===== src/design/i2cm_pkg.sv =====
// ----------------------------------------------------------------------------
// i2cm_pkg
// Shared types and constants for the I2C register access master.
// ----------------------------------------------------------------------------
package i2cm_pkg;

  localparam int unsigned QUEUE_DEPTH_DEF = 2;
  localparam logic [7:0]  DEV_ADDR_RESET  = 8'hE0;

  localparam logic [1:0] FUNC_WRITE = 2'd0;
  localparam logic [1:0] FUNC_READ  = 2'd1;
  localparam logic [1:0] FUNC_TICK  = 2'd2;

  typedef enum logic [1:0] {
    KIND_NOP,
    KIND_WRITE,
    KIND_READ,
    KIND_TICK
  } kind_t;

  typedef struct packed {
    kind_t      kind;
    logic [7:0] reg_addr;
    logic [7:0] write_data;
    logic       sda_in;
  } item_t;

  typedef struct packed {
    logic       scl_level;
    logic       sda_level;
    logic       busy_res;
    logic       done_res;
    logic [7:0] read_data;
    logic [1:0] nack_count;
  } result_t;

  typedef enum logic [13:0] {
    PH_IDLE       = 14'b00000000000001,
    PH_START_HI   = 14'b00000000000010,
    PH_START_FALL = 14'b00000000000100,
    PH_TX_LOW     = 14'b00000000001000,
    PH_TX_HIGH    = 14'b00000000010000,
    PH_ACK_LOW    = 14'b00000000100000,
    PH_ACK_HIGH   = 14'b00000001000000,
    PH_RX_LOW     = 14'b00000010000000,
    PH_RX_HIGH    = 14'b00000100000000,
    PH_NAK_LOW    = 14'b00001000000000,
    PH_NAK_HIGH   = 14'b00010000000000,
    PH_STOP_LOW   = 14'b00100000000000,
    PH_STOP_RISE  = 14'b01000000000000,
    PH_STOP_END   = 14'b10000000000000
  } phase_t;

endpackage


===== src/design/i2cm_front.sv =====
// ----------------------------------------------------------------------------
// i2cm_front
// Accepts input beats, classifies the function code and queues the items.
// ----------------------------------------------------------------------------
module i2cm_front
  import i2cm_pkg::*;
#(
  parameter int unsigned QUEUE_DEPTH = QUEUE_DEPTH_DEF
) (
  input  logic       clk,
  input  logic       rst,
  input  logic       in_valid,
  output logic       in_ready,
  input  logic [1:0] func,
  input  logic [7:0] reg_addr,
  input  logic [7:0] write_data,
  input  logic       sda_in,
  output logic       q_valid,
  input  logic       q_ready,
  output item_t      q_item
);

  localparam int unsigned PTR_W = (QUEUE_DEPTH > 1) ? $clog2(QUEUE_DEPTH) : 1;
  localparam int unsigned CNT_W = $clog2(QUEUE_DEPTH + 1);
  localparam logic [PTR_W-1:0] PTR_LAST = PTR_W'(QUEUE_DEPTH - 1);
  localparam logic [CNT_W-1:0] CNT_FULL = CNT_W'(QUEUE_DEPTH);

  item_t            q_mem [QUEUE_DEPTH];
  logic [PTR_W-1:0] wr_ptr;
  logic [PTR_W-1:0] rd_ptr;
  logic [CNT_W-1:0] count;
  item_t            in_item;
  logic             push;
  logic             pop;

  always_comb begin
    in_item.reg_addr   = reg_addr;
    in_item.write_data = write_data;
    in_item.sda_in     = sda_in;
    unique case (func)
      FUNC_WRITE: in_item.kind = KIND_WRITE;
      FUNC_READ:  in_item.kind = KIND_READ;
      FUNC_TICK:  in_item.kind = KIND_TICK;
      default:    in_item.kind = KIND_NOP;
    endcase
  end

  assign in_ready = (count != CNT_FULL);
  assign q_valid  = (count != '0);
  assign q_item   = q_mem[rd_ptr];
  assign push     = in_valid && in_ready;
  assign pop      = q_valid && q_ready;

  always_ff @(posedge clk) begin
    if (push) begin
      q_mem[wr_ptr] <= in_item;
    end
  end

  always_ff @(posedge clk) begin
    if (rst) begin
      wr_ptr <= '0;
      rd_ptr <= '0;
      count  <= '0;
    end else begin
      if (push) begin
        wr_ptr <= (wr_ptr == PTR_LAST) ? '0 : wr_ptr + 1'b1;
      end
      if (pop) begin
        rd_ptr <= (rd_ptr == PTR_LAST) ? '0 : rd_ptr + 1'b1;
      end
      if (push && !pop) begin
        count <= count + 1'b1;
      end else if (pop && !push) begin
        count <= count - 1'b1;
      end
    end
  end

endmodule


===== src/design/i2cm_back.sv =====
// ----------------------------------------------------------------------------
// i2cm_back
// Bus phase sequencer: one queued item per cycle while the output is not
// stalled, result held in an output register until the receiver takes it.
// ----------------------------------------------------------------------------
module i2cm_back
  import i2cm_pkg::*;
(
  input  logic       clk,
  input  logic       rst,
  input  logic       cfg_we,
  input  logic [7:0] cfg_wdata,
  input  logic       q_valid,
  output logic       q_ready,
  input  item_t      q_item,
  output logic       out_valid,
  input  logic       out_ready,
  output result_t    result
);

  logic [7:0] dev_addr;
  phase_t     phase, phase_next;
  logic [2:0] bit_count, bit_count_next;
  logic [7:0] shift_byte, shift_byte_next;
  logic [2:0] byte_stage, byte_stage_next;
  logic       is_read, is_read_next;
  logic [7:0] held_reg_addr, held_reg_addr_next;
  logic [7:0] held_write_data, held_write_data_next;
  logic [1:0] nack_total, nack_total_next;
  logic [7:0] received_byte, received_byte_next;
  logic       scl_drive, scl_drive_next;
  logic       sda_drive, sda_drive_next;
  logic       done_next;
  logic [2:0] stage_inc;
  logic       fire;

  assign q_ready   = !out_valid || out_ready;
  assign fire      = q_valid && q_ready;
  assign stage_inc = byte_stage + 3'd1;

  always_comb begin
    phase_next           = phase;
    bit_count_next       = bit_count;
    shift_byte_next      = shift_byte;
    byte_stage_next      = byte_stage;
    is_read_next         = is_read;
    held_reg_addr_next   = held_reg_addr;
    held_write_data_next = held_write_data;
    nack_total_next      = nack_total;
    received_byte_next   = received_byte;
    scl_drive_next       = scl_drive;
    sda_drive_next       = sda_drive;
    done_next            = 1'b0;

    if (q_item.kind == KIND_WRITE || q_item.kind == KIND_READ) begin
      if (phase == PH_IDLE) begin
        is_read_next         = (q_item.kind == KIND_READ);
        held_reg_addr_next   = q_item.reg_addr;
        held_write_data_next = q_item.write_data;
        nack_total_next      = 2'd0;
        byte_stage_next      = 3'd0;
        bit_count_next       = 3'd0;
        phase_next           = PH_START_HI;
      end
    end else if (q_item.kind == KIND_TICK) begin
      unique case (phase)
        PH_IDLE: begin
        end
        PH_START_HI: begin
          scl_drive_next = 1'b1;
          sda_drive_next = 1'b1;
          phase_next     = PH_START_FALL;
        end
        PH_START_FALL: begin
          scl_drive_next  = 1'b1;
          sda_drive_next  = 1'b0;
          shift_byte_next = (byte_stage == 3'd0) ? dev_addr : dev_addr + 8'd1;
          bit_count_next  = 3'd0;
          phase_next      = PH_TX_LOW;
        end
        PH_TX_LOW: begin
          scl_drive_next = 1'b0;
          sda_drive_next = shift_byte[7];
          phase_next     = PH_TX_HIGH;
        end
        PH_TX_HIGH: begin
          scl_drive_next  = 1'b1;
          sda_drive_next  = shift_byte[7];
          shift_byte_next = {shift_byte[6:0], 1'b0};
          if (bit_count == 3'd7) begin
            bit_count_next = 3'd0;
            phase_next     = PH_ACK_LOW;
          end else begin
            bit_count_next = bit_count + 3'd1;
            phase_next     = PH_TX_LOW;
          end
        end
        PH_ACK_LOW: begin
          scl_drive_next = 1'b0;
          sda_drive_next = 1'b1;
          phase_next     = PH_ACK_HIGH;
        end
        PH_ACK_HIGH: begin
          scl_drive_next  = 1'b1;
          sda_drive_next  = 1'b1;
          if (q_item.sda_in && nack_total != 2'd3) begin
            nack_total_next = nack_total + 2'd1;
          end
          byte_stage_next = stage_inc;
          if (stage_inc == 3'd1) begin
            shift_byte_next = held_reg_addr;
            bit_count_next  = 3'd0;
            phase_next      = PH_TX_LOW;
          end else if (!is_read) begin
            if (stage_inc == 3'd2) begin
              shift_byte_next = held_write_data;
              bit_count_next  = 3'd0;
              phase_next      = PH_TX_LOW;
            end else begin
              phase_next = PH_STOP_LOW;
            end
          end else begin
            if (stage_inc == 3'd2) begin
              phase_next = PH_STOP_LOW;
            end else begin
              shift_byte_next = 8'd0;
              bit_count_next  = 3'd0;
              phase_next      = PH_RX_LOW;
            end
          end
        end
        PH_RX_LOW: begin
          scl_drive_next = 1'b0;
          sda_drive_next = 1'b1;
          phase_next     = PH_RX_HIGH;
        end
        PH_RX_HIGH: begin
          scl_drive_next = 1'b1;
          sda_drive_next = 1'b1;
          if (q_item.sda_in) begin
            shift_byte_next[3'd7 - bit_count] = 1'b1;
          end
          if (bit_count == 3'd7) begin
            bit_count_next     = 3'd0;
            received_byte_next = shift_byte_next;
            phase_next         = PH_NAK_LOW;
          end else begin
            bit_count_next = bit_count + 3'd1;
            phase_next     = PH_RX_LOW;
          end
        end
        PH_NAK_LOW: begin
          scl_drive_next = 1'b0;
          sda_drive_next = 1'b1;
          phase_next     = PH_NAK_HIGH;
        end
        PH_NAK_HIGH: begin
          scl_drive_next  = 1'b1;
          sda_drive_next  = 1'b1;
          byte_stage_next = 3'd5;
          phase_next      = PH_STOP_LOW;
        end
        PH_STOP_LOW: begin
          scl_drive_next = 1'b0;
          sda_drive_next = 1'b0;
          phase_next     = PH_STOP_RISE;
        end
        PH_STOP_RISE: begin
          scl_drive_next = 1'b1;
          sda_drive_next = 1'b0;
          phase_next     = PH_STOP_END;
        end
        PH_STOP_END: begin
          scl_drive_next = 1'b1;
          sda_drive_next = 1'b1;
          if (is_read && byte_stage == 3'd2) begin
            // stop, then a new start for the read address
            byte_stage_next = 3'd3;
            phase_next      = PH_START_HI;
          end else begin
            phase_next = PH_IDLE;
            done_next  = 1'b1;
          end
        end
        default: begin
          phase_next = PH_IDLE;
        end
      endcase
    end
  end

  always_ff @(posedge clk) begin
    if (rst) begin
      dev_addr <= DEV_ADDR_RESET;
    end else if (cfg_we) begin
      dev_addr <= cfg_wdata;
    end
  end

  always_ff @(posedge clk) begin
    if (rst) begin
      phase           <= PH_IDLE;
      bit_count       <= 3'd0;
      shift_byte      <= 8'd0;
      byte_stage      <= 3'd0;
      is_read         <= 1'b0;
      held_reg_addr   <= 8'd0;
      held_write_data <= 8'd0;
      nack_total      <= 2'd0;
      received_byte   <= 8'd0;
      scl_drive       <= 1'b1;
      sda_drive       <= 1'b1;
    end else if (fire) begin
      phase           <= phase_next;
      bit_count       <= bit_count_next;
      shift_byte      <= shift_byte_next;
      byte_stage      <= byte_stage_next;
      is_read         <= is_read_next;
      held_reg_addr   <= held_reg_addr_next;
      held_write_data <= held_write_data_next;
      nack_total      <= nack_total_next;
      received_byte   <= received_byte_next;
      scl_drive       <= scl_drive_next;
      sda_drive       <= sda_drive_next;
    end
  end

  always_ff @(posedge clk) begin
    if (rst) begin
      out_valid <= 1'b0;
    end else if (fire) begin
      out_valid <= 1'b1;
    end else if (out_ready) begin
      out_valid <= 1'b0;
    end
  end

  always_ff @(posedge clk) begin
    if (fire) begin
      result.scl_level  <= scl_drive_next;
      result.sda_level  <= sda_drive_next;
      result.busy_res   <= (phase_next != PH_IDLE);
      result.done_res   <= done_next;
      result.read_data  <= received_byte_next;
      result.nack_count <= nack_total_next;
    end
  end

endmodule


===== src/design/i2c_master_register_access_core.sv =====
// ----------------------------------------------------------------------------
// i2c_master_register_access_core
// I2C master for single-byte register writes and reads, one bus phase a beat.
// ----------------------------------------------------------------------------
// Input beats carry a function code: write command, read command or a phase
// tick from an external bit-rate divider. A command latches the register
// address and write data; each tick runs one bus phase (START, address bits,
// ACK slots, data, STOP) and sda_in is sampled in ACK and receive phases.
// Every input beat gives exactly one result beat with the SCL/SDA drive
// levels, busy and done flags, the last byte read and the missing-ACK count.
// The user must write the device address register through cfg_we/cfg_wdata
// only while idle; the block itself does not enforce this. An accepted input
// beat passes through the input queue, then through the phase sequencer into
// the output register. Throughput is one beat per cycle while out_ready is
// high. When out_ready is low the result register holds and the input queue
// keeps taking beats until it is full; in_ready then drops.
// Reset empties the queue, clears the output valid flag, returns the sequencer
// to idle with both lines released and loads device address 0xE0.
// ----------------------------------------------------------------------------
module i2c_master_register_access_core
  import i2cm_pkg::*;
#(
  parameter int unsigned QUEUE_DEPTH = QUEUE_DEPTH_DEF
) (
  input  logic       clk,
  input  logic       rst,
  input  logic       cfg_we,
  input  logic [7:0] cfg_wdata,
  input  logic       in_valid,
  output logic       in_ready,
  input  logic [1:0] func,
  input  logic [7:0] reg_addr,
  input  logic [7:0] write_data,
  input  logic       sda_in,
  output logic       out_valid,
  input  logic       out_ready,
  output logic       scl_level,
  output logic       sda_level,
  output logic       busy_res,
  output logic       done_res,
  output logic [7:0] read_data,
  output logic [1:0] nack_count
);

  logic    q_valid;
  logic    q_ready;
  item_t   q_item;
  result_t result;

  i2cm_front #(
    .QUEUE_DEPTH(QUEUE_DEPTH)
  ) u_front (
    .clk       (clk),
    .rst       (rst),
    .in_valid  (in_valid),
    .in_ready  (in_ready),
    .func      (func),
    .reg_addr  (reg_addr),
    .write_data(write_data),
    .sda_in    (sda_in),
    .q_valid   (q_valid),
    .q_ready   (q_ready),
    .q_item    (q_item)
  );

  i2cm_back u_back (
    .clk      (clk),
    .rst      (rst),
    .cfg_we   (cfg_we),
    .cfg_wdata(cfg_wdata),
    .q_valid  (q_valid),
    .q_ready  (q_ready),
    .q_item   (q_item),
    .out_valid(out_valid),
    .out_ready(out_ready),
    .result   (result)
  );

  assign scl_level  = result.scl_level;
  assign sda_level  = result.sda_level;
  assign busy_res   = result.busy_res;
  assign done_res   = result.done_res;
  assign read_data  = result.read_data;
  assign nack_count = result.nack_count;

endmodule


===== config.mk =====
export PLATFORM = sky130hd
export DESIGN_NAME = i2c_master_register_access_core
export DESIGN_NICKNAME = d
export VERILOG_FILES = /design/src/design/i2cm_pkg.sv /design/src/design/i2cm_front.sv /design/src/design/i2cm_back.sv /design/src/design/i2c_master_register_access_core.sv
export SDC_FILE = /design/constraint.sdc
export NUM_CORES = 1
export LEC_CHECK = 0
export BUFFER_PORTS_ARGS = -buffer_cell sky130_fd_sc_hd__buf_2
export CAP_MARGIN = 15
export CORE_ASPECT_RATIO = 1.4
export CORE_MARGIN = 5
export CORE_UTILIZATION = 65
export CTS_CLUSTER_SIZE = 14
export DETAILED_ROUTE_END_ITERATION = 10
export PLACE_DENSITY_LB_ADDON = 0.25
export SYNTH_ARGS = -nofsm -noshare
export SYNTH_HDL_FRONTEND = slang
export SYNTH_SLANG_ARGS = --single-unit

===== constraint.sdc =====
create_clock -name clk -period 8.15 [get_ports clk]
set_input_delay 0.4075 -clock clk [delete_from_list [all_inputs] [get_ports clk]]
set_output_delay 0.4075 -clock clk [all_outputs]
set_load 0.03 [all_outputs]

==> impl_metrics.yaml, run 1 <==
cells_and_area:
  finalNetCount: 720
  antenna-diode-count: 0
  most-common-layout-cells: "nor2_1 (88), dfxtp_1 (71), nand2_1 (56)"
  layout_commonest_cell: "nor2_1"
  syn_to_final_growth_pct: 14.3
  layoutNonFillerInstCount: 792
  share_of_post_route_cells_with_drive_strength_above_1_pct: 16.2
sta:
  clock.fmax_mhz: 230
  max_slew_violation_count: 0
  fin_crit_ns: 4.35
  timing.final.setup_violations: 0
  timing.final.hold_violations: 0
  slew-limit-headroom_pct: 24.9
  skew_ns: 0.00553
  setup_repair_after_global_routing_missed_its_margin: "no"
  worst_slew_pin_slew_ns: 1.12
  final_min_period_over_clock_period_pct: 53.4
  timing.setup.tns_ns: 0
power_and_ir_drop:
  p_per_area_nw_per_um2: 328
  net_switching_power_mw: 0.785
  clock_power_share_pct: 34.9
  sw_frac_of_total_pct: 34.4
  power.share.sequential_pct: 37.2
  power.share.combinational_pct: 27.9
  p_leak_nw: 2.69
  cellInternalPower_mw: 1.50
  vdd_ir_drop_max_mv: 0.268
floorplanning:
  fp-row-count: 41
  io_pins: 48
  floorplan.die_area_um2: 11400
  die_width_um: 91.8
  die-height_um: 125
  initial_core_util_pct: 67.1
  area_of_the_core_um2: 9080
yosys:
  yosysSeqAreaShare_pct: 49.0
  ys_dominant_reg_cell: "dfxtp_1"
  yosys_register_bits: 123
  syn-instance-count: 645
  synthesized_area_um2: 6090
  syn-num-nets: 693
  synth_edf_count: 52
  yosys_warnings: 0
  avgSynthCellArea_um2: 9.44
  async_flop_share_pct: 0
  synth.lib_cells_used.distinct: 65
setup_path:
  timing.critical_path.slowest_stage_cell: "dfxtp_1"
  crit_path_max_incr_delay_ns: 1.06
  r2r_slack_ns: 3.80
  worst_path_dominant_cell_family: "simple AND/OR/NAND/NOR gates"
  worstPathArrival_ns: 4.61
  type_of_origin_of_the_critical_path: "register"
  crit_fanout: 20
  timing.critical_path.buf_inv: 0
  worstSetupEndpointType: "register"
  worstPathCellList: "mux2i_1 -> ha_1 -> nor2b_1 -> nand2_1 -> nor2_1 -> mux2_2 -> nand2_1 -> a21oi_1"
  required_ns: 8.41
  worst-setup-path-type: "reg2reg"
  cpMostUsedCell: "nand2_1"
grt:
  globalRouteTotalUtil_pct: 26.1
  grt_pass1_vias: 4922
  gr-usage-met2_pct: 46.3
  grt.met3_usage_pct: 6.16
  grt_pass1_wl_um: 23800
  global_route.overflow_total: 0
  grt_antenna_before_repair: 0
  pin_count_of_the_biggest_net_entering_global_routing: 66
  global_route.usage.met1_pct: 28.8
  grt-busiest-layer: "met2"
placed_design:
  place_inst: 759
  gp_congestion: 0.978
  detailedPlacementHpwl_um: 10100
  io_buffer_count: 47
outcome:
  status: "finished, final reports clean"
drt:
  route.final.wire_length_um: 14800
  vias_per_cell: 6.42
  routed-via-count: 5083
  dr_drc_count: 0
  ant_nets: 0
  first_pass_iters: 5
  wire_per_inst_um: 18.7
  drt-initial-drc-count: 497
clock_network:
  post_cts_hold_buffers: 0
  h-tree-depth: 4
  ctsResizeCount: 0
  clock-root-buffer: "clkbuf_16"
  cts_tree: "built"
  clock_latency_ns: 0.41
  post_cts_buffers: 0
  cts.sink_count: 123
  clkSlewWorstSetupHoldPaths_ns: 0.06
  cts-buffers-inserted: 17
  cts_buffer_depth: 2
job:
  max_cap_viol_count: 0
worst_hold_path:
  hold_path_startpoint: "write_data[3]"
  worstHoldPathType: "in2reg"
registers in the layout (all words and copies together) (netlist names), 2 cells and up, named ones only:
name	count
u_back.held_reg_addr	8
u_back.received_byte	8
u_back.dev_addr	8
u_back.result	14
u_back.byte_stage	3
u_back.shift_byte	8
u_back.held_write_data	8
u_back.nack_total	2
u_back.phase	14
u_front.q_mem	38
u_front.count	2
u_back.bit_count	3
metal layers:
metal,up-vias,routed length (um)
met5,-,0
met4,0,593
met3,60,927
met2,244,7740
met1,2366,5510
li1,2413,-
cell type report:
class	count	area, um^2
clock buffer	17	425
clock inverter	15	211
fill	603	2120
inverter	19	71.3
multi-input combinational	458	2860
sequential	123	2980
tap	107	134
timing repair buffer	53	280
cell usage after synthesis, types with 4 or more instances:
| master | count | area share, % |
|---|---|---|
| nor2b_1 | 8 | 0.82 |
| clkbuf_1 | 34 | 2.1 |
| xnor2_1 | 5 | 0.72 |
| a21o_1 | 5 | 0.62 |
| a22oi_1 | 6 | 0.74 |
| buf_1 | 6 | 0.37 |
| and3_1 | 4 | 0.41 |
| or4_1 | 4 | 0.49 |
| o31ai_1 | 4 | 0.49 |
| nor2_1 | 88 | 5.4 |
| nor4_1 | 12 | 1.2 |
| nand2b_1 | 6 | 0.62 |
| a2111oi_0 | 8 | 1.2 |
| ha_1 | 16 | 3.3 |
| inv_1 | 16 | 0.99 |
| a21oi_1 | 49 | 4.0 |
| or2_2 | 4 | 0.41 |
| nor3_1 | 15 | 1.2 |
| or4b_2 | 4 | 0.66 |
| edfxtp_1 | 52 | 26 |
| nand2_1 | 56 | 3.5 |
| dfxtp_1 | 71 | 23 |
| nand4_1 | 14 | 1.4 |
| buf_2 | 4 | 0.33 |
| o21ai_0 | 17 | 1.4 |
| xor2_1 | 10 | 1.4 |
| and4_1 | 5 | 0.72 |
| nor3b_1 | 4 | 0.49 |
| nand3_1 | 26 | 2.1 |
| mux2i_1 | 31 | 5.1 |
| mux2_2 | 8 | 1.5 |
per-stage QoR:
step           area [um^2]  util (%)  setup slack [ns]  power [mW]  hold slack [ns]
3_3_place_gp          6320      69.6              4.03        1.45            0.439
2_1_floorplan         6090         -              4.76        1.32            0.433
5_1_grt               6960      76.7              3.41        2.40            0.167
6_report              6960      76.7              3.80        2.28            0.181
3_5_place_dp          6320      69.6              3.85        1.48            0.448
4_1_cts               6950      76.6              3.81        2.28            0.172
power groups by stage:
stage / registers, mW / logic (mW) / clock network, mW
finish: 0.850 / 0.636 / 0.796
global route: 0.859 / 0.695 / 0.848
global placement: 0.854 / 0.598 / 0
detailed placement: 0.858 / 0.621 / 0
CTS: 0.849 / 0.631 / 0.804
floorplan: 0.865 / 0.452 / 0
worst paths after layout:
check / depth (start not counted) / to
setup / recovery: 8 / u_back.received_byte[7]$_SDFFE_PP0P_
hold / removal: 1 / u_front.q_mem[0][4]$_DFFE_PP_
hold reg to reg: 2 / u_back.received_byte[4]$_SDFFE_PP0P_
setup reg to reg: 8 / u_back.received_byte[7]$_SDFFE_PP0P_
kinds of logic (layout without fill, tap and decap cells):
logic type	count (synthesis)	after routing	synth area share [%]
mux	39	39	6.58
compound gates	124	124	13.3
simple gates	264	264	21.5
flops	123	123	49.0
xor+xnor	15	15	2.16
buf+inv	64	104	4.15
fa+ha+maj	16	16	3.29
No activity file was read; power rests on OpenSTA's default activity.
==> run 2, diff against run 1 <==
- ABC_AREA: default -> 1
- CORE_UTILIZATION: 65 -> 54
- clock period: 8.15 -> 3.6 ns (I/O delays scaled with it)
==> run 2 against run 1 <==
- clock-buffer cell count did not move
- area after synthesis rose by 3.2%
- register-to-register slack got worse by 3.1 ns
- sequential share of layout area decreased by 2.9 points
- fmax grew 49%
- wire length up 3.2%
- first-iteration DRC count shrank 29%
- critical path depth rose by 6
- critical path type unchanged
- largest power group is now combinational cells
- highest routed layer unchanged
==> impl_metrics.yaml, run 2 <==
worst_hold_path:
  worstHoldPathType: "in2reg"
  timing.hold.worst_endpoint: "u_back.dev_addr[0]$_SDFFE_PP0P_"
  worstHoldPathCells: 3
  hold_path_startpoint: "cfg_wdata[0]"
yosys:
  synth-adder-area-share_pct: 3.19
  synthesized_area_um2: 6280
  synth_edf_count: 52
  avgSynthCellArea_um2: 7.78
  synth_compound_area_share_pct: 14.6
  async_flop_share_pct: 0
  yosys_register_bits: 123
  synth_commonest_cells: "nand2_1 (210), inv_1 (86), nor2_1 (72)"
  synthesized_area_fraction_occupied_by_and_or_nand_nor_cells_pct: 26.2
  yosys_top_cell_area_share_pct: 24.9
  post-synth-top-area-cell: "edfxtp_1"
  syn-instance-count: 807
  syn-num-nets: 855
  yosys.area_share.xor_xnor_pct: 0.697
  yosysSeqAreaShare_pct: 47.5
  yosys_warnings: 0
  ys_dominant_reg_cell: "dfxtp_1"
  post-synth-top-count-cell: "nand2_1"
  post_synth_mux_area_share_pct: 0.159
  dominant_combinational_cell_family_by_area_after_synthesis: "simple AND/OR/NAND/NOR gates"
  synth.lib_cells_used.distinct: 38
  synth.area.top_cells: "edfxtp_1 (25%), dfxtp_1 (23%), nand2_1 (13%)"
cells_and_area:
  sequential_cell_area_um2: 2980
  most-common-layout-cells: "nand2_1 (210), inv_1 (86), nor2_1 (72)"
  fillers: 973
  antenna-diode-count: 0
  layoutNonFillerInstCount: 1031
  finish.instance_area_um2: 7470
  share_of_post_route_cells_with_drive_strength_above_1_pct: 14.9
  finalNetCount: 922
  layout_commonest_cell: "nand2_1"
  regMostFlops: "u_front.q_mem"
  flip_flop_count_of_the_largest_register_after_layout: 38
  multi_input_gate_area_um2: 2830
  syn_to_final_growth_pct: 18.9
  largest_registers: "u_front.q_mem x38, u_back.phase x14, u_back.result x14"
floorplanning:
  die_width_um: 101
  initial_core_util_pct: 55.1
  fp-row-count: 46
  die-height_um: 138
  io_pins: 48
  floorplan.die_area_um2: 13900
  area_of_the_core_um2: 11400
outcome:
  status: "finished, final reports clean"
sta:
  worst_slew_pin_slew_ns: 0.836
  slew-limit-headroom_pct: 44.1
  timing.final.hold_violations: 0
  hold_ws_ns: 0.0399
  max_slew_violation_count: 0
  timing.setup.tns_ns: 0
  timing.final.setup_violations: 0
  skew_ns: 0.00866
  fin_crit_ns: 2.93
  clock.fmax_mhz: 342
  setup_repair_after_global_routing_missed_its_margin: "no"
  final_min_period_over_clock_period_pct: 81.3
drt:
  dr_drc_count: 0
  routed-via-count: 5533
  ant_nets: 0
  vias_per_cell: 5.37
  first_pass_iters: 7
  wire_per_inst_um: 14.8
  drt-initial-drc-count: 354
  route.final.wire_length_um: 15200
grt:
  gr-usage-met2_pct: 41.2
  globalRouteTotalUtil_pct: 23.2
  global_route.overflow_total: 0
  global_route.usage.met1_pct: 26.7
  grt.met3_usage_pct: 4.41
  grt_pass1_vias: 5314
  pin_count_of_the_biggest_net_entering_global_routing: 41
  grt_antenna_before_repair: 0
  grt_pass1_wl_um: 25300
  grt-busiest-layer: "met2"
power_and_ir_drop:
  p_per_area_nw_per_um2: 832
  vdd_ir_drop_max_mv: 0.454
  p_leak_nw: 3.33
  total_power_mw: 6.22
placed_design:
  detailedPlacementHpwl_um: 10500
  gp_congestion: 0.930
  io_buffer_count: 47
  cell_area_placed_um2: 6630
  place_inst: 977
setup_path:
  worstPathArrival_ns: 3.30
  r2r_slack_ns: 0.67
  worst_r2r_endpoint: "u_back.received_byte[3]$_SDFFE_PP0P_"
  worstSetupEndpointType: "register"
  timing.reg2reg.worst_path_depth: 14
  type_of_origin_of_the_critical_path: "register"
  worst-setup-path-type: "reg2reg"
  required_ns: 3.97
  crit_fanout: 19
clock_network:
  cts.sink_count: 123
  clock_latency_ns: 0.42
  h-tree-depth: 4
  cts_tree: "built"
  cts_buffer_depth: 2
  clkSlewWorstSetupHoldPaths_ns: 0.06
  cts-buffers-inserted: 17
  ctsResizeCount: 0
  clock-root-buffer: "clkbuf_16"
job:
  max_cap_viol_count: 0
## run 2: changes by cell type after synthesis, moves of 12 or more
| cell | before | now |
|---|---|---|
| nand2_1 | 56 | 210 |
| inv_1 | 16 | 86 |
| o21ai_0 | 17 | 60 |
| mux2i_1 | 31 | 1 |
| nand3_1 | 26 | 43 |
| clkbuf_1 | 34 | 18 |
| nor2_1 | 88 | 72 |
| o21ai_1 | 2 | 18 |
| a31oi_1 | 2 | 17 |
| nor4_1 | 12 | 0 |
## run 2: timing repair
item,4_1_cts,5_1_grt
buffers inserted,0,0
endpoints found under the hold margin,38,0
endpoints found under the setup margin,0,0
hold buffers,21,0
## run 2: area by class of cell
class	count	share of cell area, %
clock buffer	17	5.69
tap	144	2.41
clock inverter	15	2.34
multi-input combinational	563	37.8
inverter	91	4.57
sequential	123	39.9
timing repair buffer	78	7.23
## run 2: kinds of logic (layout without fill, tap and decap cells)
kind of cell	Yosys count	after routing
and+or+nand+nor	373	373
muxes	1	1
buffers and inverters	121	201
xor gates and xnor gates	5	5
AOI/OAI and AO/OA	168	168
adders and majority gates	16	16
DFF	123	123
## run 2: worst max path at each step
stage	end	slack, ns
detailed placement	u_back.received_byte[3]$_SDFFE_PP0P_	0.68
CTS	u_back.received_byte[3]$_SDFFE_PP0P_	0.66
floorplan	u_back.result[11]$_DFFE_PP_	1.00
global route	u_back.received_byte[5]$_SDFFE_PP0P_	0.40
global placement	u_back.received_byte[3]$_SDFFE_PP0P_	0.82
finish	u_back.received_byte[3]$_SDFFE_PP0P_	0.67
## run 2: through the flow
stage	worst slack [ns]	utilization [%]
detailed placement	0.684	58.2
finish	0.672	65.6
global placement	0.821	58.2
floorplan	1.00	-
CTS	0.661	65.3
global route	0.397	65.6
## run 2: metal layers
metal / part of all wire, % / wire (um) / up-vias
met4: 2.4 / 372 / 0
met1: 41 / 6240 / 2545
met3: 4.8 / 738 / 29
met5: 0 / 0 / -
li1: - / - / 2798
met2: 52 / 7890 / 161
## run 2: report_power, final
| group | leakage (nW) | internal, mW | total (mW) | switching [mW] |
|---|---|---|---|---|
| logic | 1.97 | 0.705 | 2.39 | 1.69 |
| registers | 1.07 | 1.87 | 2.07 | 0.205 |
| clock network | 0.292 | 1.05 | 1.75 | 0.707 |
## run 2: critical path, stage by stage, from the launching register on
cell and delay, ns:
dfxtp_1 0.34, buf_4 0.23, o21ai_0 0.20, inv_1 0.10, ha_1 0.14, buf_4 0.17
inv_2 0.10, nor2_1 0.09, buf_4 0.19, inv_1 0.17, nor3_4 0.72, nor2_1 0.11
a21oi_2 0.15, o21ai_1 0.07, inv_1 0.08
==> run 3, diff against run 2 <==
- CORE_UTILIZATION: 54 -> 60
- clock period: 3.6 -> 2.9 ns (I/O delays scaled with it)
==> run 3 against run 2 <==
- wire length fell by 3.7%
- clock skew up 0.0018 ns
- clock-buffer cell count stayed put
- critical endpoint is now u_back.held_write_data[4]$_SDFFE_PP0P_
==> impl_metrics.yaml, run 3 (synthesis results as in run 2) <==
outcome:
  status: "finished, final reports clean"
power_and_ir_drop:
  total_power_mw: 7.63
  p_leak_nw: 3.32
  vdd_ir_drop_max_mv: 0.558
  p_per_area_nw_per_um2: 1020
job:
  max_cap_viol_count: 0
clock_network:
  cts_tree: "built"
  post_cts_buffers: 0
  post_cts_hold_buffers: 21
  h-tree-depth: 4
  clock_latency_ns: 0.42
  cts_buffer_depth: 2
  ctsResizeCount: 0
  clock-root-buffer: "clkbuf_16"
  cts.sink_count: 123
  clkSlewWorstSetupHoldPaths_ns: 0.06
  cts-buffers-inserted: 17
cells_and_area:
  post-route-util_pct: 72.4
  most-common-layout-cells: "nand2_1 (210), inv_1 (86), nor2_1 (72)"
  finish.instance_area_um2: 7450
  layout_commonest_cell: "nand2_1"
  syn_to_final_growth_pct: 18.6
  share_of_post_route_cells_with_drive_strength_above_1_pct: 15.3
  antenna-diode-count: 0
  regMostFlops: "u_front.q_mem"
  largest_registers: "u_front.q_mem x38, u_back.phase x14, u_back.result x14"
  finalNetCount: 926
  flip_flop_count_of_the_largest_register_after_layout: 38
setup_path:
  worst-setup-path-type: "reg2reg"
  type_of_origin_of_the_critical_path: "register"
  crit_end: "u_back.held_write_data[4]$_SDFFE_PP0P_"
  worst_r2r_endpoint: "u_back.held_write_data[4]$_SDFFE_PP0P_"
  required_ns: 3.23
  worstPathArrival_ns: 2.90
  r2r_slack_ns: 0.33
  crit_fanout: 34
  worstSetupEndpointType: "register"
  timing.reg2reg.worst_path_depth: 10
placed_design:
  cell_area_placed_um2: 6660
  io_buffer_count: 47
  pre_cts_slack_ns: 0.436
  gp_congestion: 0.943
  detailedPlacementHpwl_um: 9960
drt:
  drt-initial-drc-count: 442
  wire_per_inst_um: 14.3
  routed-via-count: 5569
  dr_drc_count: 0
  first_pass_iters: 5
  route.final.wire_length_um: 14700
  vias_per_cell: 5.41
  ant_nets: 0
floorplanning:
  die_width_um: 96.5
  initial_core_util_pct: 61.0
  fp-row-count: 44
  io_pins: 48
  area_of_the_core_um2: 10300
  die-height_um: 131
  floorplan.die_area_um2: 12600
sta:
  fin_crit_ns: 2.57
  timing.final.setup_violations: 0
  skew_ns: 0.0105
  max_slew_violation_count: 0
  clock.fmax_mhz: 389
  worst_slew_pin_slew_ns: 1.12
  final_min_period_over_clock_period_pct: 88.8
  slew-limit-headroom_pct: 25.4
  timing.setup.tns_ns: 0
  timing.final.hold_violations: 0
  setup_repair_after_global_routing_missed_its_margin: "no"
  setup_slack_ns: 0.326
worst_hold_path:
  worstHoldPathType: "in2reg"
  hold_path_startpoint: "cfg_wdata[0]"
grt:
  grt_pass1_vias: 5466
  global_route.overflow_total: 0
  globalRouteTotalUtil_pct: 25.1
  grt_pass1_wl_um: 24700
  pin_count_of_the_biggest_net_entering_global_routing: 41
  grt_antenna_before_repair: 0
-- run 3: cell count changes in the layout (fill, tap and decap cells not counted), sizes merged --
cell and delta:
inv -1, clkinvlp +2, bufinv -1, buf +4
-- run 3: power breakdown --
part	internal [mW]	switching, mW
sequential	2.32	0.256
clock	1.21	0.854
combinational	0.903	2.09
total	4.43	3.20
-- run 3: per-layer routing --
layer  global-route usage (%)  part of all wire, %
met2                     44.8                   52
met1                     29.1                   40
met3                     5.31                  5.3
met4                     9.66                  2.3
met5                        0                    0
-- run 3: final cells by class --
cell class,instances,area (um^2)
flip-flops and latches,123,2980
fillers,823,2840
multi-input cells,563,2830
repair buffers,82,551
clock buffers,17,425
inverters,91,342
well taps,138,173
clock inverters,15,153
-- run 3: worst min path at each step --
stage / cells after the start / end / slack, ns
5_1_grt: 3 / u_back.dev_addr[1]$_SDFFE_PP0P_ / 0.02
6_report: 3 / u_back.dev_addr[0]$_SDFFE_PP0P_ / 0.01
2_1_floorplan: 0 / u_front.q_mem[0][0]$_DFFE_PP_ / 0.24
3_5_place_dp: 1 / u_front.q_mem[1][8]$_DFFE_PP_ / 0.34
4_1_cts: 2 / u_back.dev_addr[7]$_SDFFE_PP1P_ / 0.009
3_3_place_gp: 1 / u_front.q_mem[0][12]$_DFFE_PP_ / 0.33
-- run 3: critical path, stage by stage, from the launching register on --
cell and delay (ns):
dfxtp_1 0.34, clkinv_1 0.09, or2_2 0.28, o21ai_0 0.17
ha_1 0.24, buf_4 0.24, nand3_1 0.25, nor2_2 0.15
buf_4 0.29, o21ai_0 0.15, a31oi_1 0.28
-- run 3: per-stage QoR --
step / hold slack, ns / std cells
after floorplan: 0.244 / 807
after global placement: 0.332 / 976
after detailed placement: 0.336 / 976
after CTS: 0.00946 / 1029
after global routing: 0.0189 / 1029
final: 0.0124 / 1029
